===== src/wss_pkg.sv =====
// Shared constants for the windowed sensor statistics block.
// No dependencies.
`default_nettype none
package wss_pkg;
    localparam int DEF_WINDOW_DEPTH = 16;
    localparam int DEF_NUM_SENSORS  = 8;
    localparam int DEF_SAMPLE_BITS  = 16;
    localparam int MEAN_BITS        = 20;
    localparam int FRAC_BITS        = 4;
    localparam longint MEAN_POS_MAX = 524287;
    localparam longint MEAN_NEG_MAG = 524288;
    localparam logic CMD_PUSH   = 1'b0;
    localparam logic CMD_REPORT = 1'b1;
endpackage
`default_nettype wire


===== src/windowed_sensor_statistics.sv =====
// Windowed sensor statistics: per-sensor and overall sliding windows with a
// sequenced min/max/mean/median report. Uses wss_pkg.
//
// Usage:
// Input channel i_valid/o_ready carries a command. A push (cmd 0) stores the
// sample in the sensor's ring and in the overall ring; after the transfer
// o_ready stays low while the single window memory port makes one write per
// ring, so a new push is not taken until both writes are done. Pushes with an
// id at or above NUM_SENSORS are dropped. A report (cmd 1) produces one
// result per non-empty sensor in ascending id, then the overall result with
// o_last set (o_empty_res set when the overall window is empty).
// Each slot is first checked in the scan state. A non-empty window of n
// entries is walked through one compare unit for min/max/sum/median, then a
// bit-serial divider on the sum, shifted left by FRAC_BITS, gives the mean,
// then the output register is loaded. o_ready is low for the whole report.
// Results sit in an output register; a stalled receiver (i_ready low) holds
// the sequencer in its emit state until the waiting result is taken. Once
// the last result is loaded, pushes are taken while it waits.
// Reset (synchronous, active low) empties all windows; window memory contents
// are not cleared.
`default_nettype none
module windowed_sensor_statistics #(
    parameter int WINDOW_DEPTH = wss_pkg::DEF_WINDOW_DEPTH,
    parameter int NUM_SENSORS  = wss_pkg::DEF_NUM_SENSORS,
    parameter int SAMPLE_BITS  = wss_pkg::DEF_SAMPLE_BITS,
    localparam int IDW = (NUM_SENSORS > 1) ? $clog2(NUM_SENSORS) : 1,
    localparam int SW  = $clog2(NUM_SENSORS + 1),
    localparam int MB  = wss_pkg::MEAN_BITS
) (
    input  wire                          i_clk,
    input  wire                          i_rst_n,
    input  wire                          i_valid,
    output logic                         o_ready,
    input  wire                          i_cmd,
    input  wire [IDW-1:0]                i_sensor_id,
    input  wire signed [SAMPLE_BITS-1:0] i_sample_value,
    output logic                         o_valid,
    input  wire                          i_ready,
    output logic [SW-1:0]                o_source_id,
    output logic                         o_empty_res,
    output logic signed [SAMPLE_BITS-1:0] o_max_value,
    output logic signed [SAMPLE_BITS-1:0] o_min_value,
    output logic signed [MB-1:0]         o_mean_fixed,
    output logic signed [SAMPLE_BITS-1:0] o_median_value,
    output logic                         o_last
);
    localparam int SB    = SAMPLE_BITS;
    localparam int HW    = (WINDOW_DEPTH > 1) ? $clog2(WINDOW_DEPTH) : 1;
    localparam int CW    = $clog2(WINDOW_DEPTH + 1);
    localparam int SLOTS = NUM_SENSORS + 1;
    localparam int MDEP  = SLOTS * WINDOW_DEPTH;
    localparam int AW    = (MDEP > 1) ? $clog2(MDEP) : 1;
    localparam int SUMW  = SB + CW;
    localparam int DW    = SUMW + wss_pkg::FRAC_BITS;
    localparam int STW   = $clog2(DW + 1);
    localparam int QW    = (DW > MB + 1) ? DW : MB + 1;

    typedef enum logic [3:0] {
        ST_IDLE, ST_PUSH, ST_SCAN, ST_CAND, ST_CGET,
        ST_INNER, ST_CHECK, ST_DIV, ST_EMIT
    } t_state;

    t_state                r_state;
    logic [SW-1:0]         r_slot;
    logic signed [SB-1:0]  r_val;
    logic [CW-1:0]         r_cnt  [SLOTS];
    logic [HW-1:0]         r_head [SLOTS];
    logic [CW-1:0]         r_n, r_i, r_j, r_k, r_lt, r_eq;
    logic signed [SB-1:0]  r_cand, r_min, r_max, r_med;
    logic signed [SUMW-1:0] r_sum;
    logic [DW-1:0]         r_dvd;
    logic [CW:0]           r_rem;
    logic [STW-1:0]        r_step;
    logic                  r_neg, r_empty;
    logic signed [SB-1:0]  r_rd;
    logic signed [SB-1:0]  r_mem [MDEP];

    logic                  r_o_valid, r_o_empty, r_o_last;
    logic [SW-1:0]         r_o_src;
    logic signed [SB-1:0]  r_o_max, r_o_min, r_o_med;
    logic signed [MB-1:0]  r_o_mean;

    logic [CW-1:0]   w_cnt;
    logic [HW-1:0]   w_head;
    logic [CW:0]     w_wsum;
    logic [HW-1:0]   w_widx;
    logic [HW-1:0]   w_idx;
    logic [AW-1:0]   w_addr;
    logic [SUMW-1:0] w_mag;
    logic [CW:0]     w_rem2;
    logic [QW-1:0]   w_q;
    logic signed [MB-1:0] w_mean;
    logic [CW-1:0]   w_half;
    logic            w_lt, w_eq;
    logic            w_load;

    always_comb begin
        w_cnt  = r_cnt[r_slot];
        w_head = r_head[r_slot];
        w_wsum = (CW+1)'(w_head) + (CW+1)'(w_cnt);
        if (w_wsum >= (CW+1)'(WINDOW_DEPTH)) begin
            w_wsum = w_wsum - (CW+1)'(WINDOW_DEPTH);
        end
        w_widx = w_wsum[HW-1:0];
        case (r_state)
            ST_PUSH:  w_idx = w_widx;
            ST_CGET:  w_idx = '0;
            ST_INNER: w_idx = r_j[HW-1:0];
            default:  w_idx = r_i[HW-1:0];
        endcase
        w_addr = AW'(r_slot) * AW'(WINDOW_DEPTH) + AW'(w_idx);
        w_mag  = r_sum[SUMW-1] ? SUMW'(-r_sum) : SUMW'(r_sum);
        w_rem2 = {r_rem[CW-1:0], r_dvd[DW-1]};
        w_q    = QW'(r_dvd);
        if (r_neg) begin
            w_mean = (w_q > QW'(wss_pkg::MEAN_NEG_MAG)) ? MB'(wss_pkg::MEAN_NEG_MAG)
                                                       : MB'(-w_q);
        end else begin
            w_mean = (w_q > QW'(wss_pkg::MEAN_POS_MAX)) ? MB'(wss_pkg::MEAN_POS_MAX)
                                                       : MB'(w_q);
        end
        w_half = r_n >> 1;
        w_lt   = r_rd < r_cand;
        w_eq   = r_rd == r_cand;
        w_load = (r_state == ST_EMIT) && (!r_o_valid || i_ready);
    end

    always_ff @(posedge i_clk) begin
        if (r_state == ST_PUSH) begin
            r_mem[w_addr] <= r_val;
        end
        r_rd <= r_mem[w_addr];
    end

    always_ff @(posedge i_clk) begin
        if (!i_rst_n) begin
            r_state   <= ST_IDLE;
            r_slot    <= '0;
            r_o_valid <= 1'b0;
            for (int s = 0; s < SLOTS; s++) begin
                r_cnt[s]  <= '0;
                r_head[s] <= '0;
            end
        end else begin
            if (w_load) begin
                r_o_valid <= 1'b1;
            end else if (i_ready) begin
                r_o_valid <= 1'b0;
            end
            case (r_state)
                ST_IDLE: begin
                    if (i_valid) begin
                        if (i_cmd == wss_pkg::CMD_REPORT) begin
                            r_slot  <= '0;
                            r_state <= ST_SCAN;
                        end else if (32'(i_sensor_id) < NUM_SENSORS) begin
                            r_slot  <= SW'(i_sensor_id);
                            r_val   <= i_sample_value;
                            r_state <= ST_PUSH;
                        end
                    end
                end
                ST_PUSH: begin
                    if (w_cnt < CW'(WINDOW_DEPTH)) begin
                        r_cnt[r_slot] <= w_cnt + CW'(1);
                    end else begin
                        r_head[r_slot] <= (32'(w_head) == WINDOW_DEPTH - 1) ? '0
                                                                   : w_head + HW'(1);
                    end
                    if (r_slot == SW'(NUM_SENSORS)) begin
                        r_state <= ST_IDLE;
                    end else begin
                        r_slot <= SW'(NUM_SENSORS);
                    end
                end
                ST_SCAN: begin
                    r_n     <= w_cnt;
                    r_i     <= '0;
                    r_empty <= (w_cnt == '0);
                    if (w_cnt != '0) begin
                        r_state <= ST_CAND;
                    end else if (r_slot == SW'(NUM_SENSORS)) begin
                        r_state <= ST_EMIT;
                    end else begin
                        r_slot <= r_slot + SW'(1);
                    end
                end
                ST_CAND: begin
                    r_state <= ST_CGET;
                end
                ST_CGET: begin
                    r_cand <= r_rd;
                    if (r_i == '0) begin
                        r_min <= r_rd;
                        r_max <= r_rd;
                        r_sum <= SUMW'(r_rd);
                    end else begin
                        if (r_rd < r_min) r_min <= r_rd;
                        if (r_rd > r_max) r_max <= r_rd;
                        r_sum <= r_sum + SUMW'(r_rd);
                    end
                    r_lt    <= '0;
                    r_eq    <= '0;
                    r_k     <= '0;
                    r_j     <= CW'(1);
                    r_state <= ST_INNER;
                end
                ST_INNER: begin
                    if (w_lt) r_lt <= r_lt + CW'(1);
                    if (w_eq) r_eq <= r_eq + CW'(1);
                    r_k <= r_k + CW'(1);
                    r_j <= r_j + CW'(1);
                    if (r_k == r_n - CW'(1)) begin
                        r_state <= ST_CHECK;
                    end
                end
                ST_CHECK: begin
                    if (r_lt <= w_half && (CW+1)'(w_half) < (CW+1)'(r_lt) + (CW+1)'(r_eq)) begin
                        r_med <= r_cand;
                    end
                    r_i <= r_i + CW'(1);
                    if (r_i == r_n - CW'(1)) begin
                        r_neg   <= r_sum[SUMW-1];
                        r_dvd   <= {w_mag, wss_pkg::FRAC_BITS'(0)};
                        r_rem   <= '0;
                        r_step  <= '0;
                        r_state <= ST_DIV;
                    end else begin
                        r_state <= ST_CAND;
                    end
                end
                ST_DIV: begin
                    if (w_rem2 >= (CW+1)'(r_n)) begin
                        r_rem <= w_rem2 - (CW+1)'(r_n);
                        r_dvd <= {r_dvd[DW-2:0], 1'b1};
                    end else begin
                        r_rem <= w_rem2;
                        r_dvd <= {r_dvd[DW-2:0], 1'b0};
                    end
                    r_step <= r_step + STW'(1);
                    if (r_step == STW'(DW - 1)) begin
                        r_state <= ST_EMIT;
                    end
                end
                ST_EMIT: begin
                    if (w_load) begin
                        r_o_src   <= r_slot;
                        r_o_empty <= r_empty;
                        r_o_max   <= r_empty ? '0 : r_max;
                        r_o_min   <= r_empty ? '0 : r_min;
                        r_o_med   <= r_empty ? '0 : r_med;
                        r_o_mean  <= r_empty ? '0 : w_mean;
                        r_o_last  <= r_slot == SW'(NUM_SENSORS);
                        if (r_slot == SW'(NUM_SENSORS)) begin
                            r_state <= ST_IDLE;
                        end else begin
                            r_slot  <= r_slot + SW'(1);
                            r_state <= ST_SCAN;
                        end
                    end
                end
                default: r_state <= ST_IDLE;
            endcase
        end
    end

    assign o_ready        = r_state == ST_IDLE;
    assign o_valid        = r_o_valid;
    assign o_source_id    = r_o_src;
    assign o_empty_res    = r_o_empty;
    assign o_max_value    = r_o_max;
    assign o_min_value    = r_o_min;
    assign o_mean_fixed   = r_o_mean;
    assign o_median_value = r_o_med;
    assign o_last         = r_o_last;

    a_last_is_overall: assert property (@(posedge i_clk) disable iff (!i_rst_n)
        o_valid && o_last |-> o_source_id == SW'(NUM_SENSORS))
        else $error("last result not from overall window");
    a_empty_only_overall: assert property (@(posedge i_clk) disable iff (!i_rst_n)
        o_valid && o_empty_res |-> o_last)
        else $error("empty result from a sensor window");
    a_count_bound: assert property (@(posedge i_clk) disable iff (!i_rst_n)
        r_state == ST_PUSH |-> w_cnt <= CW'(WINDOW_DEPTH))
        else $error("window count above depth");
    a_min_max: assert property (@(posedge i_clk) disable iff (!i_rst_n)
        o_valid && !o_empty_res |-> o_min_value <= o_median_value
                                   && o_median_value <= o_max_value)
        else $error("median outside min/max");
endmodule
`default_nettype wire

===== config.mk =====
export PLATFORM = sky130hd
export DESIGN_NAME = windowed_sensor_statistics
export DESIGN_NICKNAME = d
export VERILOG_FILES = /design/src/wss_pkg.sv /design/src/windowed_sensor_statistics.sv
export SDC_FILE = /design/constraint.sdc
export NUM_CORES = 2
export LEC_CHECK = 0
export BUFFER_PORTS_ARGS = -buffer_cell sky130_fd_sc_hd__clkbuf_2
export CORE_ASPECT_RATIO = 1.1
export CORE_MARGIN = 5
export CORE_UTILIZATION = 52
export DETAILED_ROUTE_END_ITERATION = 16
export GPL_TIMING_DRIVEN = 0
export PLACE_DENSITY_LB_ADDON = 0.05
export SLEW_MARGIN = 20
export SYNTH_ARGS = -nofsm -noshare
export SYNTH_HDL_FRONTEND = slang
export SYNTH_SLANG_ARGS = --single-unit

===== constraint.sdc =====
create_clock -name i_clk -period 17.7 [get_ports i_clk]
set_input_delay 5.31 -clock i_clk [delete_from_list [all_inputs] [get_ports i_clk]]
set_output_delay 5.31 -clock i_clk [all_outputs]
set_load 0.02 [all_outputs]

==> impl_metrics.json <==
{
  "placed_area_um2": 118000,
  "ctsLongestPathBuffers": 4,
  "post-place-ws_ns": 7.33,
  "synth_seq_cells": 2718,
  "cp-end-kind": "flop",
  "cp.arrival_ns": 11.54,
  "layoutNonFillerInstCount": 9605,
  "antenna_found_initial": 38,
  "cts_root_buffer": "clkbuf_16",
  "grt_max_degree": 31,
  "routed_wl_um": 424000,
  "cts_buffers": 295,
  "clock_latency_ns": 0.98,
  "ctsHoldBuffers": 0,
  "crit_required_ns": 18.35,
  "skew_ns": 0.0592,
  "post_cts_buffers": 0,
  "hold_viol_final": 0,
  "core_region_area_um2": 207000,
  "postLayoutCellArea_um2": 128000,
  "area_delta_synth_final_pct": 17.8,
  "final_layout_size_suffix_gt1_share_pct": 26.7,
  "cap_violations": 0,
  "pwr_density_cell_nw_per_um2": 173,
  "yosysSeqAreaShare_pct": 75.1,
  "finalCriticalPeriod_ns": 10.90,
  "crit_chain": "clkbuf_1 -> clkbuf_1 -> clkbuf_1 -> mux4_2 -> mux4_2 -> clkbuf_1 -> ha_1 -> nor2b_1 -> a221oi_1 -> and2_1 -> buf_2 -> buf_4 -> buf_4 -> buf_2 -> buf_4 -> buf_2 -> nand2_1 -> clkbuf_2 -> nor3_2 -> buf_4 -> buf_4",
  "critPathMaxFanout": 12,
  "grt_setup_unrepaired": "false",
  "setup_violations": 0,
  "die_x_um": 445,
  "start_util_pct": 52.3,
  "slew_headroom_pct": 7.99,
  "grt_overflow_total": 0,
  "drt-pass1-iter-count": 8,
  "vias_per_cell": 6.96,
  "clk_pin_slew_ns": 0.06,
  "die-area_um2": 217000,
  "ir_drop_uv": 120,
  "drtAntennaViolNets": 0,
  "synth_nets": 6022,
  "yosysWarnings": 0,
  "cts_tree": "yes",
  "path_delay_family": "buffers and inverters",
  "num_vias": 66800,
  "ioPinCount": 100,
  "cp_num_buf_inv": 13,
  "gp_congestion": 1.01,
  "critPathMaxStageDelay_ns": 0.87,
  "nets": 6762,
  "rows": 175,
  "p_leak_nw": 41.9,
  "synthArstFlopShare_pct": 0,
  "cpMostUsedCell": "buf_4",
  "finalWorstSetupSlack_ns": 6.80,
  "worst_pin_slew_ns": 1.37,
  "wl_per_cell_um": 44.1,
  "syn_area_per_cell_um2": 18.4,
  "critical-path-slowest-cell": "nand2_1",
  "synth_edf_count": 2689,
  "h-tree-depth": 5,
  "synth_flop_cell": "edfxtp_1",
  "post_synth_num_cell_types": 77,
  "clock-sinks": 2718,
  "grt_usage_pct": 39.0,
  "grt_pass1_wl_um": 560000,
  "numPortBuffers": 98,
  "hp-class": "flop to flop",
  "crit_type": "flop to flop",
  "syn_area_um2": 108000,
  "worstSetupStartpointType": "flop",
  "cts_resized": 0,
  "finalCritPeriodShare_pct": 61.6,
  "dp_cells": 9072,
  "outcome": "finished clean",
  "drv_slew": 0,
  "synthCells": 5888,
  "fmax_ghz": 0.0918,
  "die_h_um": 489,
  "dp_hpwl_um": 295000,
  "first_iter_violations": 11900,
  "tns_ns": 0,
  "drc": 0,
  "first_global_vias": 62900
}
-- report_power, final --
part	internal [mW]	switching, mW	total (mW)
logic	2.42	6.23	8.65
clock network	3.49	2.52	6.02
registers	7.30	0.134	7.43
total	13.2	8.89	22.1
-- stage by stage --
stage / hold WS (ns) / power, mW / util, %
2_1_floorplan: 0.406 / 11.1 / -
3_3_place_gp: 0.436 / 15.2 / 54.2
3_5_place_dp: 0.435 / 15.6 / 57.1
4_1_cts: 0.450 / 21.6 / 61.6
5_1_grt: 0.460 / 22.2 / 61.6
6_report: 0.448 / 22.1 / 61.6
-- registers in the layout, indices dropped and copies added, names as in the netlist, 5 cells and up, named ones only --
register and flops:
r_min 16, r_max 16, r_rd 16, r_lt 5, r_step 5, o_min_value 16
r_mem 2304, r_cand 16, r_val 16, o_mean_fixed 20, r_i 5, r_head 64
r_dvd 25, r_n 5, r_cnt 80, o_median_value 16, r_eq 5, r_k 5
r_med 16, o_max_value 16, r_rem 5, r_sum 21
-- cell usage after synthesis (24+ instances only) --
master,number,area share [%]
a21o_1,25,0.17
a21oi_1,148,0.68
a221oi_1,33,0.27
a311oi_1,36,0.29
a31oi_1,53,0.31
and2_1,33,0.19
and3_1,35,0.20
buf_1,24,0.083
buf_2,100,0.46
clkbuf_1,195,0.68
dfxtp_1,29,0.54
edfxtp_1,2689,75
ha_1,106,1.2
inv_1,90,0.31
mux4_2,552,11
nand2_1,467,1.6
nand3_1,110,0.51
nor2_1,379,1.3
nor2b_1,41,0.24
nor3_1,134,0.62
o211ai_1,29,0.20
o21ai_0,132,0.61
o22ai_1,64,0.37
xnor2_1,28,0.23
xor2_1,43,0.35
-- worst register-to-register path: cells and delay by family (launching register included) --
family          cells  cell delay (ns)
buf+inv            13             6.38
flops               1             0.30
mux                 2             1.00
compound gates      1             0.47
fa+ha+maj           1             0.40
simple gates        4             2.07
-- final timing paths --
check | from | to | slack, ns | cells after the start
hold reg to reg | r_cand[11]$_DFFE_PP_ | r_med[11]$_DFFE_PP_ | 0.45 | 0
setup reg to reg | flop | r_mem[14][2]$_DFFE_PP_ | 6.80 | 21
hold / removal | r_cand[11]$_DFFE_PP_ | r_med[11]$_DFFE_PP_ | 0.45 | 0
setup / recovery | flop | r_mem[14][2]$_DFFE_PP_ | 6.80 | 21
-- layout by cell type (no fill, tap or decap), types with 29 or more instances in the layout --
| master | n |
|---|---|
| clkinv_1 | 54 |
| clkbuf_2 | 197 |
| o211ai_1 | 29 |
| mux4_2 | 552 |
| nor3_1 | 69 |
| buf_4 | 129 |
| buf_2 | 115 |
| buf_6 | 37 |
| and3_1 | 35 |
| a221oi_1 | 33 |
| nor3_2 | 66 |
| buf_8 | 111 |
| edfxtp_1 | 2689 |
| a311oi_1 | 34 |
| o22ai_1 | 63 |
| and2_1 | 33 |
| clkbuf_16 | 305 |
| buf_16 | 59 |
| dfxtp_1 | 29 |
| nand3_1 | 110 |
| clkbuf_1 | 163 |
| clkinv_2 | 41 |
| nor2b_1 | 41 |
| ha_1 | 106 |
| xor2_1 | 43 |
| nand2_1 | 458 |
| a31oi_1 | 52 |
| nor2_1 | 293 |
| a21oi_1 | 148 |
| inv_1 | 90 |
| o21ai_0 | 131 |
| nor2_4 | 62 |
-- metal layers --
layer  GRT usage [%]  routed length [µm]  vias up
li1                -                   -    25300
met1            48.4              143000    34500
met2            56.2              182000     5572
met3            15.3               59400     1425
met4            27.9               39000       16
met5               0                 124        -
-- cell families (layout without fill, tap and decap cells) --
kind of cell | after synthesis | count (layout) | share of synthesized area (%)
multiplexers | 593 | 593 | 11.9
buffers and inverters | 427 | 1375 | 1.64
flip-flops | 2718 | 2718 | 75.1
other | 0 | 26 | 0
XOR/XNOR | 72 | 72 | 0.595
adder cells (fa/ha/maj) | 110 | 110 | 1.30
AND/OR/NAND/NOR | 1288 | 1288 | 5.29
AO/OA/AOI/OAI | 680 | 680 | 4.18
-- layout make-up --
cell class | instances | area (µm²)
sequential | 2718 | 81300
fill | 14900 | 79400
multi-input combinational | 2743 | 26100
clock buffer | 375 | 7940
timing repair buffer | 443 | 5510
tap | 2743 | 3430
buffer | 332 | 1560
clock inverter | 130 | 1220
inverter | 95 | 357
antenna | 26 | 65.1
Note: power is estimated with default switching activity, not from simulation.
